File: config.mk
export PLATFORM = sky130hd
export DESIGN_NAME = nec_ir_remote_decoder
export DESIGN_NICKNAME = d
export VERILOG_FILES = /design/src/nir_pkg.sv /design/src/nec_ir_remote_decoder.sv /design/src/nir_fifo.sv /design/src/nir_front.sv /design/src/nir_back.sv
export SDC_FILE = /design/constraint.sdc
export NUM_CORES = 1
export LEC_CHECK = 0
export ABC_CLOCK_PERIOD_IN_PS = 12900
export BUFFER_PORTS_ARGS = -buffer_cell sky130_fd_sc_hd__buf_2
export CAP_MARGIN = 20
export CELL_PAD_IN_SITES_DETAIL_PLACEMENT = 0
export CELL_PAD_IN_SITES_GLOBAL_PLACEMENT = 1
export CORE_MARGIN = 10
export CORE_UTILIZATION = 35
export DETAILED_ROUTE_END_ITERATION = 6
export GPL_TIMING_DRIVEN = 0
export PLACE_DENSITY_LB_ADDON = 0.1
export SETUP_SLACK_MARGIN = 0.4
export SLEW_MARGIN = 20
export SYNTH_ARGS = -nofsm -noshare
export SYNTH_HDL_FRONTEND = slang
export SYNTH_HIERARCHICAL = 1
export SYNTH_SLANG_ARGS = --single-unit
File: constraint.sdc
create_clock -name clk -period 12.9 [get_ports clk]
set_clock_uncertainty 0.15 [all_clocks]
set_input_delay 2.58 -clock clk [delete_from_list [all_inputs] [get_ports clk]]
set_output_delay 2.58 -clock clk [all_outputs]
set_load 0.005 [all_outputs]
File: src/nir_pkg.sv
// ----------------------------------------------------------------------------
// nir_pkg
// Shared types and codes for the NEC infrared remote decoder.
// ----------------------------------------------------------------------------
package nir_pkg;

	// input request: one edge interval or one millisecond tick
	typedef struct packed {
		logic        func;
		logic [15:0] interval_us;
		logic        display_mode;
		logic        standby;
		logic        repeat_enable;
	} in_item_t;

	// result request: one key event
	typedef struct packed {
		logic [1:0] action;
		logic [2:0] key_class;
		logic [7:0] raw_code;
		logic [7:0] key_count;
		logic       beep;
		logic       last;
	} out_item_t;

	// interval classes handed from front to back
	localparam logic [2:0] CLS_NONE   = 3'd0;
	localparam logic [2:0] CLS_ZERO   = 3'd1;
	localparam logic [2:0] CLS_ONE    = 3'd2;
	localparam logic [2:0] CLS_REPEAT = 3'd3;
	localparam logic [2:0] CLS_LEADER = 3'd4;
	localparam logic [2:0] CLS_TICK   = 3'd5;

	typedef struct packed {
		logic [2:0] cls;
		logic       display_mode;
		logic       standby;
		logic       repeat_enable;
	} cmd_t;

	// event actions
	localparam logic [1:0] ACT_DOWN = 2'd0;
	localparam logic [1:0] ACT_UP   = 2'd1;
	localparam logic [1:0] ACT_LONG = 2'd2;

	// key classes
	localparam logic [2:0] KEY_POWER    = 3'd0;
	localparam logic [2:0] KEY_LEFT     = 3'd1;
	localparam logic [2:0] KEY_RIGHT    = 3'd2;
	localparam logic [2:0] KEY_OK       = 3'd3;
	localparam logic [2:0] KEY_SELECT   = 3'd4;
	localparam logic [2:0] KEY_MENU     = 3'd5;
	localparam logic [2:0] KEY_UNMAPPED = 3'd6;

	// data bytes of the mapped remote keys
	localparam logic [7:0] CODE_OK    = 8'h01;
	localparam logic [7:0] CODE_POWER = 8'h02;
	localparam logic [7:0] CODE_RIGHT = 8'h03;
	localparam logic [7:0] CODE_MENU  = 8'h04;
	localparam logic [7:0] CODE_LEFT  = 8'h05;

	// configuration register indexes
	localparam int CFG_IDX_W = 3;
	localparam logic [CFG_IDX_W-1:0] REG_CUSTOM_CODE   = 3'd0;
	localparam logic [CFG_IDX_W-1:0] REG_RELEASE_TICKS = 3'd1;
	localparam logic [CFG_IDX_W-1:0] REG_TICK_DIVIDE   = 3'd2;
	localparam logic [CFG_IDX_W-1:0] REG_LONG_PRESS    = 3'd3;
	localparam logic [CFG_IDX_W-1:0] REG_REPEAT_THRESH = 3'd4;

endpackage

File: src/nec_ir_remote_decoder.sv
// ----------------------------------------------------------------------------
// nec_ir_remote_decoder
// NEC infrared remote decoder: edge intervals and ms ticks in, key events out.
// ----------------------------------------------------------------------------
// Usage:
//   Input queue: drive item and raise push; the request is taken on a clock
//   edge with push high and full low. func selects a falling edge (with its
//   interval in us) or a one-millisecond tick.
//   Result queue: while empty is low, result holds the oldest key event; raise
//   pop to take it. One input causes zero, one or two events; last marks the
//   final one of each input.
//   Config: cfg_valid with cfg_index / cfg_data; cfg_ready is always high.
//   Write only while the block is idle.
// Timing:
//   An accepted input goes from the command queue through the back end into
//   the event queue, from which its first event shows on the result port.
//   One input per cycle is sustained while results are popped every cycle and
//   inputs make at most one event each; an auto-repeat pair leaves one event
//   per pop. The back end retires one command a cycle whenever the event queue
//   has room for a pair. When pop stays low the event queue fills, the back end
//   stops, the command queue fills and full rises. Nothing is dropped.
// Reset: arst_n clears all decoder state and both queues and loads the register
//   defaults; no clearing pass is needed.
// ----------------------------------------------------------------------------
module nec_ir_remote_decoder #(
	parameter int CMD_DEPTH = 4,
	parameter int EVQ_DEPTH = 4
) (
	input  logic                          clk,
	input  logic                          arst_n,
	input  logic                          push,
	output logic                          full,
	input  nir_pkg::in_item_t             item,
	output logic                          empty,
	input  logic                          pop,
	output nir_pkg::out_item_t            result,
	input  logic                          cfg_valid,
	output logic                          cfg_ready,
	input  logic [nir_pkg::CFG_IDX_W-1:0] cfg_index,
	input  logic [15:0]                   cfg_data
);
	import nir_pkg::*;

	localparam int CMD_W = $bits(cmd_t);
	localparam int EV_W  = $bits(out_item_t);
	localparam int CCW   = $clog2(CMD_DEPTH) + 1;
	localparam int ECW   = $clog2(EVQ_DEPTH) + 1;

	logic [CCW-1:0]   cmdq_count;
	logic [1:0]       cmdq_wr_n;
	cmd_t             cmd_in;
	logic [CMD_W-1:0] cmd_raw;
	cmd_t             cmd_out;
	logic             cmd_pop;
	logic [ECW-1:0]   evq_count;
	logic             ev_room;
	logic [1:0]       ev_n;
	out_item_t        ev0;
	out_item_t        ev1;
	logic [EV_W-1:0]  ev_raw;
	logic             out_pop;

	assign cfg_ready = 1'b1;

	nir_front #(.DEPTH(CMD_DEPTH)) u_front (
		.push       (push),
		.full       (full),
		.item       (item),
		.cmdq_count (cmdq_count),
		.wr_n       (cmdq_wr_n),
		.cmd        (cmd_in)
	);

	nir_fifo #(.W(CMD_W), .DEPTH(CMD_DEPTH)) u_cmdq (
		.clk      (clk),
		.arst_n   (arst_n),
		.wr_n     (cmdq_wr_n),
		.wr_data0 (cmd_in),
		.wr_data1 (cmd_in),
		.rd       (cmd_pop),
		.rd_data  (cmd_raw),
		.count    (cmdq_count)
	);

	assign cmd_out = cmd_t'(cmd_raw);
	assign ev_room = (evq_count <= ECW'(EVQ_DEPTH - 2));

	nir_back u_back (
		.clk       (clk),
		.arst_n    (arst_n),
		.cfg_valid (cfg_valid & cfg_ready),
		.cfg_index (cfg_index),
		.cfg_data  (cfg_data),
		.cmd_valid (cmdq_count != '0),
		.cmd       (cmd_out),
		.ev_room   (ev_room),
		.cmd_pop   (cmd_pop),
		.ev_n      (ev_n),
		.ev0       (ev0),
		.ev1       (ev1)
	);

	assign empty   = (evq_count == '0);
	assign out_pop = pop & ~empty;

	nir_fifo #(.W(EV_W), .DEPTH(EVQ_DEPTH)) u_evq (
		.clk      (clk),
		.arst_n   (arst_n),
		.wr_n     (ev_n),
		.wr_data0 (ev0),
		.wr_data1 (ev1),
		.rd       (out_pop),
		.rd_data  (ev_raw),
		.count    (evq_count)
	);

	assign result = out_item_t'(ev_raw);

endmodule

File: src/nir_fifo.sv
// ----------------------------------------------------------------------------
// nir_fifo
// Small queue taking zero, one or two entries per cycle, one out per cycle.
// ----------------------------------------------------------------------------
module nir_fifo #(
	parameter int W     = 8,
	parameter int DEPTH = 4
) (
	input  logic                       clk,
	input  logic                       arst_n,
	input  logic [1:0]                 wr_n,
	input  logic [W-1:0]               wr_data0,
	input  logic [W-1:0]               wr_data1,
	input  logic                       rd,
	output logic [W-1:0]               rd_data,
	output logic [$clog2(DEPTH):0]     count
);
	localparam int AW = $clog2(DEPTH);
	localparam int CW = AW + 1;

	logic [W-1:0]  mem_q [DEPTH];
	logic [AW-1:0] wp_q;
	logic [AW-1:0] rp_q;
	logic [CW-1:0] count_q;

	always_ff @(posedge clk) begin
		if (wr_n != 2'd0) begin
			mem_q[wp_q] <= wr_data0;
		end
		if (wr_n == 2'd2) begin
			mem_q[wp_q + 1'b1] <= wr_data1;
		end
	end

	always_ff @(posedge clk or negedge arst_n) begin
		if (!arst_n) begin
			wp_q    <= '0;
			rp_q    <= '0;
			count_q <= '0;
		end else begin
			wp_q    <= wp_q + AW'(wr_n);
			rp_q    <= rp_q + AW'(rd);
			count_q <= count_q + CW'(wr_n) - CW'(rd);
		end
	end

	assign rd_data = mem_q[rp_q];
	assign count   = count_q;

endmodule

File: src/nir_front.sv
// ----------------------------------------------------------------------------
// nir_front
// Accepts input requests and sorts edge intervals into pulse classes.
// ----------------------------------------------------------------------------
module nir_front #(
	parameter int DEPTH = 4
) (
	input  logic                   push,
	output logic                   full,
	input  nir_pkg::in_item_t      item,
	input  logic [$clog2(DEPTH):0] cmdq_count,
	output logic [1:0]             wr_n,
	output nir_pkg::cmd_t          cmd
);
	import nir_pkg::*;

	localparam int CW = $clog2(DEPTH) + 1;

	// pulse windows in us, both ends exclusive
	localparam logic [15:0] ZERO_LO   = 16'd1000;
	localparam logic [15:0] ZERO_HI   = 16'd1300;
	localparam logic [15:0] ONE_LO    = 16'd2100;
	localparam logic [15:0] ONE_HI    = 16'd2400;
	localparam logic [15:0] REPEAT_LO = 16'd10500;
	localparam logic [15:0] LEADER_LO = 16'd12500;
	localparam logic [15:0] LEADER_HI = 16'd14500;

	logic [15:0] t;

	assign t    = item.interval_us;
	assign full = (cmdq_count == CW'(DEPTH));
	assign wr_n = {1'b0, push & ~full};

	always_comb begin
		cmd.display_mode  = item.display_mode;
		cmd.standby       = item.standby;
		cmd.repeat_enable = item.repeat_enable;
		if (item.func) begin
			cmd.cls = CLS_TICK;
		end else if (t > LEADER_LO && t < LEADER_HI) begin
			cmd.cls = CLS_LEADER;
		end else if (t > REPEAT_LO && t < LEADER_LO) begin
			cmd.cls = CLS_REPEAT;
		end else if (t > ONE_LO && t < ONE_HI) begin
			cmd.cls = CLS_ONE;
		end else if (t > ZERO_LO && t < ZERO_HI) begin
			cmd.cls = CLS_ZERO;
		end else begin
			cmd.cls = CLS_NONE;
		end
	end

endmodule

File: src/nir_back.sv
// ----------------------------------------------------------------------------
// nir_back
// Frame assembly, key hold / repeat / release tracking and event generation.
// ----------------------------------------------------------------------------
module nir_back (
	input  logic                              clk,
	input  logic                              arst_n,
	input  logic                              cfg_valid,
	input  logic [nir_pkg::CFG_IDX_W-1:0]     cfg_index,
	input  logic [15:0]                       cfg_data,
	input  logic                              cmd_valid,
	input  nir_pkg::cmd_t                     cmd,
	input  logic                              ev_room,
	output logic                              cmd_pop,
	output logic [1:0]                        ev_n,
	output nir_pkg::out_item_t                ev0,
	output nir_pkg::out_item_t                ev1
);
	import nir_pkg::*;

	localparam logic [5:0] EI_LAST_SHIFT = 6'd33;
	localparam logic [5:0] EI_FRAME_DONE = 6'd34;
	localparam logic [5:0] EI_MAX        = 6'd37;

	logic [15:0] cc_q;
	logic [3:0]  rtk_q;
	logic [4:0]  td_q;
	logic [7:0]  lpr_q;
	logic [7:0]  thr_q;

	logic [5:0]  ei_q, ei;
	logic [31:0] sw_q, sw;
	logic        held_q, held;
	logic [3:0]  rt_q, rt;
	logic [7:0]  rc_q, rc;
	logic        armed_q, armed;
	logic [4:0]  ps_q, ps;
	logic [2:0]  hc_q, hc;
	logic [7:0]  hr_q, hr;
	logic        fresh;

	function automatic logic [2:0] map_class(input logic [7:0] code, input logic disp);
		case (code)
			CODE_POWER: map_class = KEY_POWER;
			CODE_LEFT:  map_class = KEY_LEFT;
			CODE_RIGHT: map_class = KEY_RIGHT;
			CODE_OK:    map_class = disp ? KEY_SELECT : KEY_OK;
			CODE_MENU:  map_class = KEY_MENU;
			default:    map_class = KEY_UNMAPPED;
		endcase
	endfunction

	function automatic out_item_t mk_ev(input logic [1:0] act, input logic [2:0] cls,
			input logic [7:0] raw, input logic [7:0] cnt, input logic bp);
		out_item_t e;
		e.action    = act;
		e.key_class = cls;
		e.raw_code  = raw;
		e.key_count = cnt;
		e.beep      = bp;
		e.last      = 1'b0;
		return e;
	endfunction

	// one command per cycle while the event queue can take a pair
	assign cmd_pop = cmd_valid & ev_room;

	always_comb begin
		ei    = ei_q;
		sw    = sw_q;
		held  = held_q;
		rt    = rt_q;
		rc    = rc_q;
		armed = armed_q;
		ps    = ps_q;
		hc    = hc_q;
		hr    = hr_q;
		fresh = 1'b0;
		ev_n  = 2'd0;
		ev0   = '0;
		ev1   = '0;
		if (cmd_pop) begin
			if (cmd.cls == CLS_TICK) begin
				ps = ps_q + 5'd1;
				// divide of zero compares true every tick
				if (ps >= td_q) begin
					ps = '0;
					if (rt != 4'd0) begin
						rt = rt - 4'd1;
					end
					if (rt == 4'd0 && held) begin
						held = 1'b0;
						if (hc == KEY_POWER && armed) begin
							armed = 1'b0;
							ev0   = mk_ev(ACT_LONG, hc, hr, lpr_q, 1'b0);
						end else begin
							ev0 = mk_ev(ACT_UP, hc, hr, 8'd0, 1'b0);
						end
						ev_n = 2'd1;
					end
				end
			end else begin
				if (cmd.cls == CLS_LEADER) begin
					ei = 6'd1;
					sw = '0;
				end
				if (ei < EI_FRAME_DONE) begin
					if (cmd.cls == CLS_ZERO || cmd.cls == CLS_ONE) begin
						if (cmd.cls == CLS_ONE) begin
							sw[31] = 1'b1;
						end
						// last bit lands in place, no shift
						if (ei < EI_LAST_SHIFT) begin
							sw = sw >> 1;
						end
					end
				end else if (cmd.cls == CLS_REPEAT && held) begin
					if (rc != 8'hFF) begin
						rc = rc + 8'd1;
					end
					rt = rtk_q;
					if (cmd.repeat_enable && (hc == KEY_LEFT || hc == KEY_RIGHT) &&
							rc > thr_q) begin
						ev0  = mk_ev(ACT_DOWN, hc, hr, 8'd0, 1'b0);
						ev1  = mk_ev(ACT_UP, hc, hr, 8'd0, 1'b0);
						ev_n = 2'd2;
					end else if (hc == KEY_POWER && rc == lpr_q) begin
						rt    = '0;
						rc    = '0;
						armed = 1'b1;
					end
				end
				if (ei < EI_MAX) begin
					ei = ei + 6'd1;
				end
				if (ei == EI_FRAME_DONE) begin
					if (sw[15:0] == cc_q && ~sw[31:24] == sw[23:16]) begin
						fresh = (rt == 4'd0);
						held  = 1'b1;
						rt    = rtk_q;
						rc    = '0;
						hr    = sw[23:16];
						hc    = map_class(sw[23:16], cmd.display_mode);
						ev0   = mk_ev(ACT_DOWN, hc, hr, 8'd0, ~cmd.standby & fresh);
						ev_n  = 2'd1;
					end else begin
						held = 1'b0;
						sw   = '0;
					end
				end
			end
		end
		if (ev_n == 2'd1) begin
			ev0.last = 1'b1;
		end
		if (ev_n == 2'd2) begin
			ev1.last = 1'b1;
		end
	end

	always_ff @(posedge clk or negedge arst_n) begin
		if (!arst_n) begin
			ei_q    <= '0;
			sw_q    <= '0;
			held_q  <= 1'b0;
			rt_q    <= '0;
			rc_q    <= '0;
			armed_q <= 1'b0;
			ps_q    <= '0;
			hc_q    <= '0;
			hr_q    <= '0;
		end else begin
			ei_q    <= ei;
			sw_q    <= sw;
			held_q  <= held;
			rt_q    <= rt;
			rc_q    <= rc;
			armed_q <= armed;
			ps_q    <= ps;
			hc_q    <= hc;
			hr_q    <= hr;
		end
	end

	always_ff @(posedge clk or negedge arst_n) begin
		if (!arst_n) begin
			cc_q  <= 16'hFF80;
			rtk_q <= 4'd8;
			td_q  <= 5'd18;
			lpr_q <= 8'd20;
			thr_q <= 8'd2;
		end else if (cfg_valid) begin
			case (cfg_index)
				REG_CUSTOM_CODE:   cc_q  <= cfg_data;
				REG_RELEASE_TICKS: rtk_q <= cfg_data[3:0];
				REG_TICK_DIVIDE:   td_q  <= cfg_data[4:0];
				REG_LONG_PRESS:    lpr_q <= cfg_data[7:0];
				REG_REPEAT_THRESH: thr_q <= cfg_data[7:0];
				default: begin
				end
			endcase
		end
	end

endmodule

-- Yosys cells after proc, flatten, opt, wreduce, memory -nomap -nowiden
Memories as Yosys holds them, arrays and structs flattened.
Index checks and enable logic that the tools add are counted.
W data, S select, Z words.
- add/sub/neg operators: 13
- order comparisons: 14
- equality and inequality tests: 29
- muxes and demuxes: 93
- bitwise operators: 9
- reduce and logical (&&, ||, !) cells: 35
- operators by type and width (kind ; number):
    $mux W23 ; 13
    $mux W32 ; 8
    $mux W8 ; 11
    $mux W4 ; 14
    $mux W6 ; 6
    $gt A16 B14 Y1 const B ; 2
    $lt A16 B14 Y1 const B ; 2
    $mux W1 ; 24
    $mux W22 ; 1
    $mux W21 ; 1
    $lt A6 B6 Y1 const B ; 3
    $eq A16 B16 Y1 ; 1
    $eq A8 B2 Y1 const B ; 2
    $eq A8 B3 Y1 const B ; 2
    $eq A8 B8 Y1 ; 2
    $gt A16 B10 Y1 const B ; 1
    $gt A16 B12 Y1 const B ; 1
    $lt A16 B11 Y1 const B ; 1
    $lt A16 B12 Y1 const B ; 1
    $mux W2 ; 8
    $reduce_and A2 Y1 ; 8
    $eq A3 B2 Y1 const B ; 5
    $mux W3 ; 5
    $pmux W3 S5 ; 1
    35 further kinds ; 70
- flip-flop bits (word level): 123
- RAM bits: 116
- input port bits: 44
- output and inout port bits: 26
- logic and storage cells: 215
- memories kept: 2
- memories (name ; words ; width ; read ports ; clocked after Yosys merged registers in ; wr ports ; line ; RTL):
    u_evq.mem_q ; 4 ; 23 ; 1 ; 0 ; 2 ; nir_fifo.sv:21 ; logic [W-1:0] mem_q [DEPTH];
    u_cmdq.mem_q ; 4 ; 6 ; 1 ; 0 ; 1 ; nir_fifo.sv:21 ;

-- Depth between registers and ports, before layout
Gate-level depths: netlist of the first run.
An unclocked memory read counts as a cell.
- depth in word-level cells: 24
- gate-level depth with buffers: 25
- gate-level depth less buffers: 19

-- By module
The synthesis of the first run kept the hierarchy.
- by module, submodules not included (module ; times used ; cells an instance ; area each (µm²) ; seq. area each (µm²)):
    nir_back ; 1 ; 700 ; 6685.2 ; 2746.4
    nir_fifo at u_evq ; 1 ; 260 ; 4877.2 ; 2937.8
    nir_fifo at u_cmdq ; 1 ; 97 ; 1590.3 ; 895.9
    nir_front ; 1 ; 48 ; 299.0 ; 0.0
    nec_ir_remote_decoder ; 1 ; 6 ; 36.3 ; 0.0

-- Least setup slack after synthesis of the first run
No wires, ideal clock.
- path kind: flip-flop to flip-flop
- from: reg u_cmdq.rp_q[0]
- to: mem u_evq/mem_q[0][0] (netlist bit), enable pin
- setup time: 439 ps
- arrival: 7114 ps
- data required time: 12311 ps
- setup slack: 5197 ps
- cell stages (with the launch flop): 19
- path buffers: 4
- clock period less this slack: 7703 ps
- cells stage by stage: dfrtp_1 > buf_2 > mux4_2 > buf_2 > nor3b_1 > clkbuf_1 > clkbuf_1 > nor2_1 > ha_1 > nor4b_4 > o211ai_2 > nand2_1 > o221ai_1 > o2111ai_1 > or4_4 > or3_4 > o21ai_0 > nor2_1 > o31ai_1
- RTL lines (item ; line ; RTL):
    from (decl) ; nir_fifo.sv:23 ; logic [AW-1:0] rp_q;
    from (signal assigned) ; nir_fifo.sv:42 ; rp_q <= rp_q + AW'(rd);
    to (decl) ; nir_fifo.sv:21 ;

==> results by group, run 1 <==
Run status
  • Outcome: finished, final reports clean

Clock tree
  • Hold_buf cts: 0
  • Longest Clk Path Bufs: 3
  • CTS tree: done
  • Sink Count: 239
  • Gates resized, CTS repair: 0
  • Clk pin slew, worst setup/hold paths: 0.06 ns
  • # Post-CTS Setup Buffers: 0
  • Number of CTS-inserted buffers: 29
  • H-tree levels: 1
  • Clk_lat worst skew: 0.56 ns
  • Root Driver: clkbuf_16

Detailed routing
  • Vias: 9000
  • Detail Route met3 WL: 1.123 mm
  • First-pass iteration count of the detailed router: 5
  • Post-route DRC: 0
  • Routed vias/inst: 5.122
  • Wire length on met2: 16.46 mm
  • Routed WL: 34.62 mm
  • Routed wire per std cell: 19.70 um
  • Remaining antenna violation count: 0
  • Met1 wire length: 16.45 mm
  • Max layer used: met4
  • Initial drt markers: 619

STA
  • Final Hold Vio Count: 0
  • Total negative slack: 0 ns
  • Slew Limit Headroom: 0.3284
  • Slew Limit Fails: 0
  • FMAX: 0.1237 GHz
  • Setup-failing EPs final: 0
  • Final period utilization: 0.6268
  • Tmin final: 8.086 ns
  • Least-Margin Pin Slew: 0.9944 ns
  • RSZ-0062 raised after global routing: false

Final layout
  • Finished Cell Area: 15710 um2
  • Final Non-Filler Cells: 1757
  • # diodes: 0
  • Most common cell after layout, fill and taps aside: mux2_2
  • Area grow syn2layout: 16.46%
  • Final #Nets: 1297
  • Most frequent cells in the layout: mux2_2, edfxtp_1, dfrtp_1, buf_2, nand2_1
  • Share of cells above drive strength 1: 0.3050

Die
  • Die H: 216.3 um
  • Starting Density: 0.3564
  • Die Area: 46790 um2
  • Io pins: 70
  • Core area: 37840 um2
  • Die Width: 216.3 um
  • Row count: 71

Placement
  • I/O Buffers: 64
  • Placed Instances: 1703
  • Area after DPL: 14680 um2
  • Post-DP HPWL: 24.87 mm
  • RD Place Congestion: 0.8012

Global routing
  • Largest net degree at the start of global routing: 75
  • Gr ovfl total: 0
  • Global-route wire length before repair: 55.48 mm
  • Initial antenna violation count: 0
  • GR Util All Layers: 0.1481
  • Vias in the first global route: 9206

Synthesis
  • Mapped Cells: 1111
  • Post-synth top flop: edfxtp_1
  • #FFs+latches synth: 239
  • Synth unique cells: 89
  • Post-synth EDFFs: 116
  • Post-Syn Area: 13490 um2
  • Register area share after synthesis: 0.4878
  • Asr flop ratio synth: 0.5146
  • Yosys warns: 6
  • Synthesized area per cell: 12.14 um2

Critical path
  • Critical Path Start: u_cmdq/rp_q[0]
  • R2r startpoint: u_cmdq/rp_q[0]
  • Crit end category: register
  • Worst reg-to-reg path cell count: 19
  • WP data required: 13.01 ns
  • Worst Setup Start Kind: register
  • Worst-path fanout max: 12
  • CP Class: reg2reg
  • RR Endpoint: u_evq/mem_q[0][10]
  • Reg2reg setup slack: 4.81 ns
  • Crit path to: u_evq/mem_q[0][10]
  • WP data arrival: 8.20 ns

Flow run
  • Max_cap viols: 0

Power
  • Peak supply drop: 0.09952 mV
  • Leak pwr: 6.519 nW
  • PD cells: 176.3 nW/um2

Worst hold path
  • Min-Delay Path Class: reg2reg
worst max-delay path, cell delays in order (launching register included):
cell       delay (ns)
dfrtp_1          0.35
buf_2            0.25
mux4_2           0.57
buf_2            0.21
nor3b_1          0.52
clkbuf_1         0.53
clkbuf_1         0.47
nor2_1           0.15
ha_1             0.27
nor4b_4          0.15
o211ai_2         0.52
nand2_1          0.28
o221ai_1         0.30
o2111ai_1        0.16
or4_4            0.59
or3_4            0.48
o21ai_1          0.64
nor2_1           0.25
o31ai_4          0.66
buf_6            0.27
cells in the mapped netlist, drive strengths merged, types with 10 or more instances:
library cell  count  area [um2]
nor3             14       81.33
a21o             10       75.07
xor2             19       166.4
nor2             34       143.9
nand4            10       62.56
o21ai            61       309.0
clkbuf           21       80.07
dfstp            15       394.1
mux2i            12       120.1
nand2            80       300.3
edfxtp          116        3483
buf              53       401.6
a21oi            30       150.1
a22o             40       350.3
and2             19       118.9
inv              64       240.2
ha               28       350.3
nand3            24       120.1
xnor2            19       166.4
mux2            150        1719
dfrtp           108        2703
mux4             29       653.1
logic make-up after synthesis:
logic type	share of synthesized area
xor gates and xnor gates	0.02468
and+or+nand+nor	0.1058
AOI/OAI and AO/OA	0.1135
adders and majority gates	0.02894
buffers and inverters	0.05352
muxes	0.1848
DFF	0.4878
other	0.0008348
flip-flops by register name, summed over array words and instances (netlist names), 3 cells and up:
register      cells
u_back/hr_q       8
u_cmdq/mem_q     24
u_back/hc_q       3
u_back/ei_q       6
u_cmdq/count      3
u_back/rt_q       4
u_back/sw_q      32
u_back/td_q       5
u_back/thr_q      8
u_back/rc_q       8
u_back/ps_q       5
u_back/rtk_q      4
u_back/lpr_q      8
u_evq/count       3
u_evq/mem_q      92
u_back/cc_q      16
layer usage:
metal  global-route usage  up-vias
met5                    0        -
met4              0.03193        0
met3              0.02145       46
met2               0.2456      151
met1               0.2013     4427
li1                     -     4376
area by class of cell:
cell class	instances	area, um2
fill	3678	22140
inverter	64	240.2
buffer	74	481.7
tap	511	639.4
multi-input combinational	744	6280
clock buffer	40	817.0
timing repair buffer	71	469.2
clock inverter	14	200.2
sequential	239	6580
how the worst min path moves through the flow:
| stage | from | to | slack, ns | depth (start not counted) |
|---|---|---|---|---|
| finish | u_evq/rp_q[0] | u_evq/rp_q[0] | 0.35 | 1 |
| global route | u_cmdq/wp_q[0] | u_cmdq/wp_q[0] | 0.37 | 1 |
| CTS | u_back/sw_q[0] | u_back/sw_q[0] | 0.35 | 1 |
| detailed placement | u_evq/rp_q[0] | u_evq/rp_q[0] | 0.34 | 1 |
| global placement | u_cmdq/rp_q[0] | u_cmdq/rp_q[0] | 0.32 | 1 |
| floorplan | u_cmdq/rp_q[0] | u_cmdq/rp_q[0] | 0.31 | 1 |
where the power goes:
part | internal, mW | switching (mW) | leakage, nW
registers | 0.908 | 0.0651 | 2.68
logic | 0.369 | 0.557 | 3.34
clock network | 0.540 | 0.330 | 0.501
total | 1.82 | 0.952 | 6.52
per-stage QoR:
stage	hold slack [ns]	power, mW	util	worst slack (ns)
after floorplan	0.3107	1.627	-	5.197
after global placement	0.3199	1.914	0.3828	2.187
after detailed placement	0.3369	1.923	0.3879	4.704
after CTS	0.3548	2.812	0.4148	4.699
after global routing	0.3742	2.943	0.4151	4.257
final	0.3463	2.769	0.4151	4.814
(Power assumes the default switching activity.)
==> run 2, diff against run 1 <==
--- a/config.mk
+++ b/config.mk
@@ -5,7 +5,7 @@
 export SDC_FILE = /design/constraint.sdc
 export NUM_CORES = 1
 export LEC_CHECK = 0
-export ABC_CLOCK_PERIOD_IN_PS = 12900
+export ABC_CLOCK_PERIOD_IN_PS = 7200
 export BUFFER_PORTS_ARGS = -buffer_cell sky130_fd_sc_hd__buf_2
 export CAP_MARGIN = 20
 export CELL_PAD_IN_SITES_DETAIL_PLACEMENT = 0
==> constraint.sdc (replaced) <==
create_clock -name clk -period 7.2 [get_ports clk]
set_clock_uncertainty 0.15 [all_clocks]
set_input_delay 1.44 -clock clk [delete_from_list [all_inputs] [get_ports clk]]
set_output_delay 1.44 -clock clk [all_outputs]
set_load 0.005 [all_outputs]
==> results by group, run 2 (synthesis gave the netlist of run 1 again) <==
Run status
  • Outcome: finished, final reports clean

Final layout
  • Area grow syn2layout: 17.27%
  • Register area: 6580 um2 (unchanged)
  • Share of cells above drive strength 1: 0.3150 (+0.01006)
  • # diodes: 0 (unchanged)
  • Max reg flops: 92 (unchanged)
  • Filler cells: 3666 (-0.33%)
  • Multi-input logic area: 6319 um2 (+0.62%)
  • Largest regs: u_evq/mem_q: 92 flops, u_back/sw_q: 32 flops, u_cmdq/mem_q: 24 flops
  • Most common cell after layout, fill and taps aside: mux2_2
  • Final #Nets: 1308 (+0.85%)
  • Core Util, Final: 0.4180 (+0.002910)
  • Largest Register: u_evq/mem_q
  • Most frequent cells in the layout: mux2_2, edfxtp_1, dfrtp_1, nand2_1, buf_2

Clock tree
  • Sink Count: 239 (unchanged)
  • Root Driver: clkbuf_16
  • Clk_lat worst skew: 0.57 ns (about the same)
  • Hold_buf cts: 0 (unchanged)
  • CTS tree: done
  • Number of CTS-inserted buffers: 29 (unchanged)
  • Clk pin slew, worst setup/hold paths: 0.06 ns (about the same)
  • Longest Clk Path Bufs: 3 (unchanged)
  • H-tree levels: 1 (unchanged)

Placement
  • I/O Buffers: 64 (unchanged)
  • Pre-CTS setup slack: -1.293 ns (-5.996 ns)
  • RD Place Congestion: 0.7901 (-1.4%)
  • Post-DP HPWL: 25.03 mm (+0.63%)

Detailed routing
  • Initial drt markers: 414 (-33%)
  • First-pass iteration count of the detailed router: 5 (unchanged)
  • Post-route DRC: 0 (unchanged)
  • Routed wire per std cell: 19.68 um (-0.11%)
  • Remaining antenna violation count: 0 (unchanged)
  • Routed vias/inst: 5.088 (-0.68%)
  • Vias: 8995 (-0.056%)
  • Routed WL: 34.80 mm (+0.52%)

Worst hold path
  • Min-Delay Path Class: reg2reg
  • HP Start: u_cmdq/rp_q[0]
  • Hold EP: u_cmdq/rp_q[0]
  • Hold path depth: 1 (unchanged)

STA
  • Slew Limit Fails: 0 (unchanged)
  • RSZ-0062 raised after global routing: false
  • Fin Hold WS: 0.3460 ns (-0.0002650 ns)
  • Tmin final: 6.493 ns (-1.593 ns)
  • FMAX: 0.1540 GHz (+25%)
  • Setup WS post-layout: 0.7072 ns (-4.107 ns)
  • Setup-failing EPs final: 0 (unchanged)
  • Final period utilization: 0.9018 (+0.2750)
  • Least-Margin Pin Slew: 1.109 ns (+0.1142 ns)
  • Final Hold Vio Count: 0 (unchanged)
  • Slew Limit Headroom: 0.2513 (-0.07715)

Die
  • Die H: 216.3 um (unchanged)
  • Row count: 71 (unchanged)
  • Starting Density: 0.3564 (unchanged)
  • Io pins: 70 (unchanged)
  • Die Area: 46790 um2 (unchanged)
  • Core area: 37840 um2 (unchanged)
  • Die Width: 216.3 um (unchanged)

Power
  • Sequential power share: 0.354 (+0.003)
  • P_sw: 1.710 mW (+80%)
  • Switch share: 0.3475 (+0.003823)
  • Leak pwr: 6.480 nW (-0.60%)
  • Clock power frac: 0.304 (-0.010)
  • Comb pwr share: 0.342 (+0.008)
  • Peak supply drop: 0.1840 mV (+85%)
  • Int Pwr: 3.209 mW (+77%)
  • PD cells: 311.0 nW/um2 (+76%)
  • Power consumption: 4.919 mW (+78%)

Global routing
  • Largest net degree at the start of global routing: 83 (+11%)
  • Global-route wire length before repair: 55.54 mm (+0.10%)
  • GR Util All Layers: 0.1481 (about the same)
  • Initial antenna violation count: 0 (unchanged)
  • Gr ovfl total: 0 (unchanged)
  • Vias in the first global route: 9282 (+0.83%)

Critical path
  • Max incr delay on CP: 0.60 ns (-0.06 ns)
  • CP max stage cell: or4_4
  • Crit end category: register
  • Reg2reg setup slack: 0.71 ns (-4.11 ns)
  • RR Endpoint: u_evq/mem_q[0][19]
  • Crit path cell chain: clkbuf_4 > mux4_2 > buf_2 > or3b_1 > clkbuf_1 > clkbuf_4 > and2_1 > inv_1 > ha_1 > nor4b_4 > buf_4 > o211ai_4 > buf_4 > buf_12 > nor3_1 > o2111ai_1 > or4_4 > or3_4 > o21ai_4 > nand4b_2 > clkbuf_4 > mux2_2
  • Worst Setup Start Kind: register
  • Worst reg-to-reg path cell count: 22 (+3)
  • Crit-path most repeated cell: clkbuf_4
  • Worst path buffer plus inverter count: 9 (+4)
  • Top delay family on crit path: simple AND/OR/NAND/NOR gates
  • R2r startpoint: u_cmdq/rp_q[0]
  • Worst-path fanout max: 10 (-2)
  • WP data arrival: 6.66 ns (-1.54 ns)
  • WP data required: 7.36 ns (-5.65 ns)
  • CP Class: reg2reg

Flow run
  • Max_cap viols: 0 (unchanged)
## run 2: cell types whose count changed in the layout (fill, tap and decap cells not counted), moves of 2 or more
cell,delta
buf_4,+10
buf_2,-3
clkbuf_1,-2
clkbuf_8,-3
clkbuf_2,+2
clkbuf_4,+5
buf_12,+2
o21ai_1,-2
## run 2: layer usage
layer | routed length [um] | global-route usage | part of all wire | vias to the layer above
li1 | - | - | - | 4399
met1 | 16160 | 0.1974 | 0.46 | 4432
met2 | 16940 | 0.2516 | 0.49 | 133
met3 | 1258 | 0.02423 | 0.036 | 31
met4 | 441 | 0.02377 | 0.013 | 0
met5 | 0 | 0 | 0 | -
## run 2: area by class of cell
type | count | share of cell area
sequential | 239 | 0.4160
timing repair buffer | 82 | 0.03631
clock inverter | 15 | 0.01155
inverter | 64 | 0.01519
multi-input combinational | 744 | 0.3995
buffer | 74 | 0.03156
tap | 511 | 0.04042
clock buffer | 39 | 0.04952
## run 2: worst max-delay path by stage
stage | start | end | slack [ns] | cells after the start
finish | u_cmdq/rp_q[0] | u_evq/mem_q[0][19] | 0.71 | 22
global route | u_cmdq/rp_q[0] | u_evq/mem_q[0][17] | 0.41 | 22
CTS | u_cmdq/rp_q[0] | u_evq/mem_q[2][14] | 0.46 | 25
detailed placement | u_cmdq/rp_q[0] | u_evq/mem_q[0][3] | -1.29 | 19
global placement | u_cmdq/rp_q[0] | u_evq/mem_q[3][14] | -1.61 | 18
floorplan | u_cmdq/rp_q[0] | u_evq/mem_q[3][0] | 0.55 | 18
## run 2: power groups by stage
stage / logic [mW] / clock network [mW] / registers [mW]
final: 1.68 / 1.50 / 1.74
after CTS: 1.68 / 1.54 / 1.74
after detailed placement: 1.59 / 0 / 1.77
after global routing: 1.86 / 1.60 / 1.76
after floorplan: 1.15 / 0 / 1.72
after global placement: 1.60 / 0 / 1.77
## run 2: stage by stage
stage	cells	cell area [um2]	TNS (ns)
2_1_floorplan	1121	13550	0
3_3_place_gp	1696	14510	-207.24
3_5_place_dp	1702	14670	-155.96
4_1_cts	1762	15720	0
5_1_grt	1768	15820	0
6_report	1768	15820	0
## run 2: repair_timing
action / 4_1_cts / 5_1_grt
setup endpoints to repair: 189 / 108
setup buffers: 6 / 6
resized for setup: 8 / 12
pin swaps: 2 / 1
endpoints found under the hold margin: 0 / 0
## run 2: worst register-to-register path, delay by kind of cell (launching register included)
family / cells / cell delay (ns)
simple gates: 7 / 2.36
buf+inv: 9 / 1.77
mux: 2 / 0.95
compound gates: 3 / 0.51
flops: 1 / 0.35
fa+ha+maj: 1 / 0.19
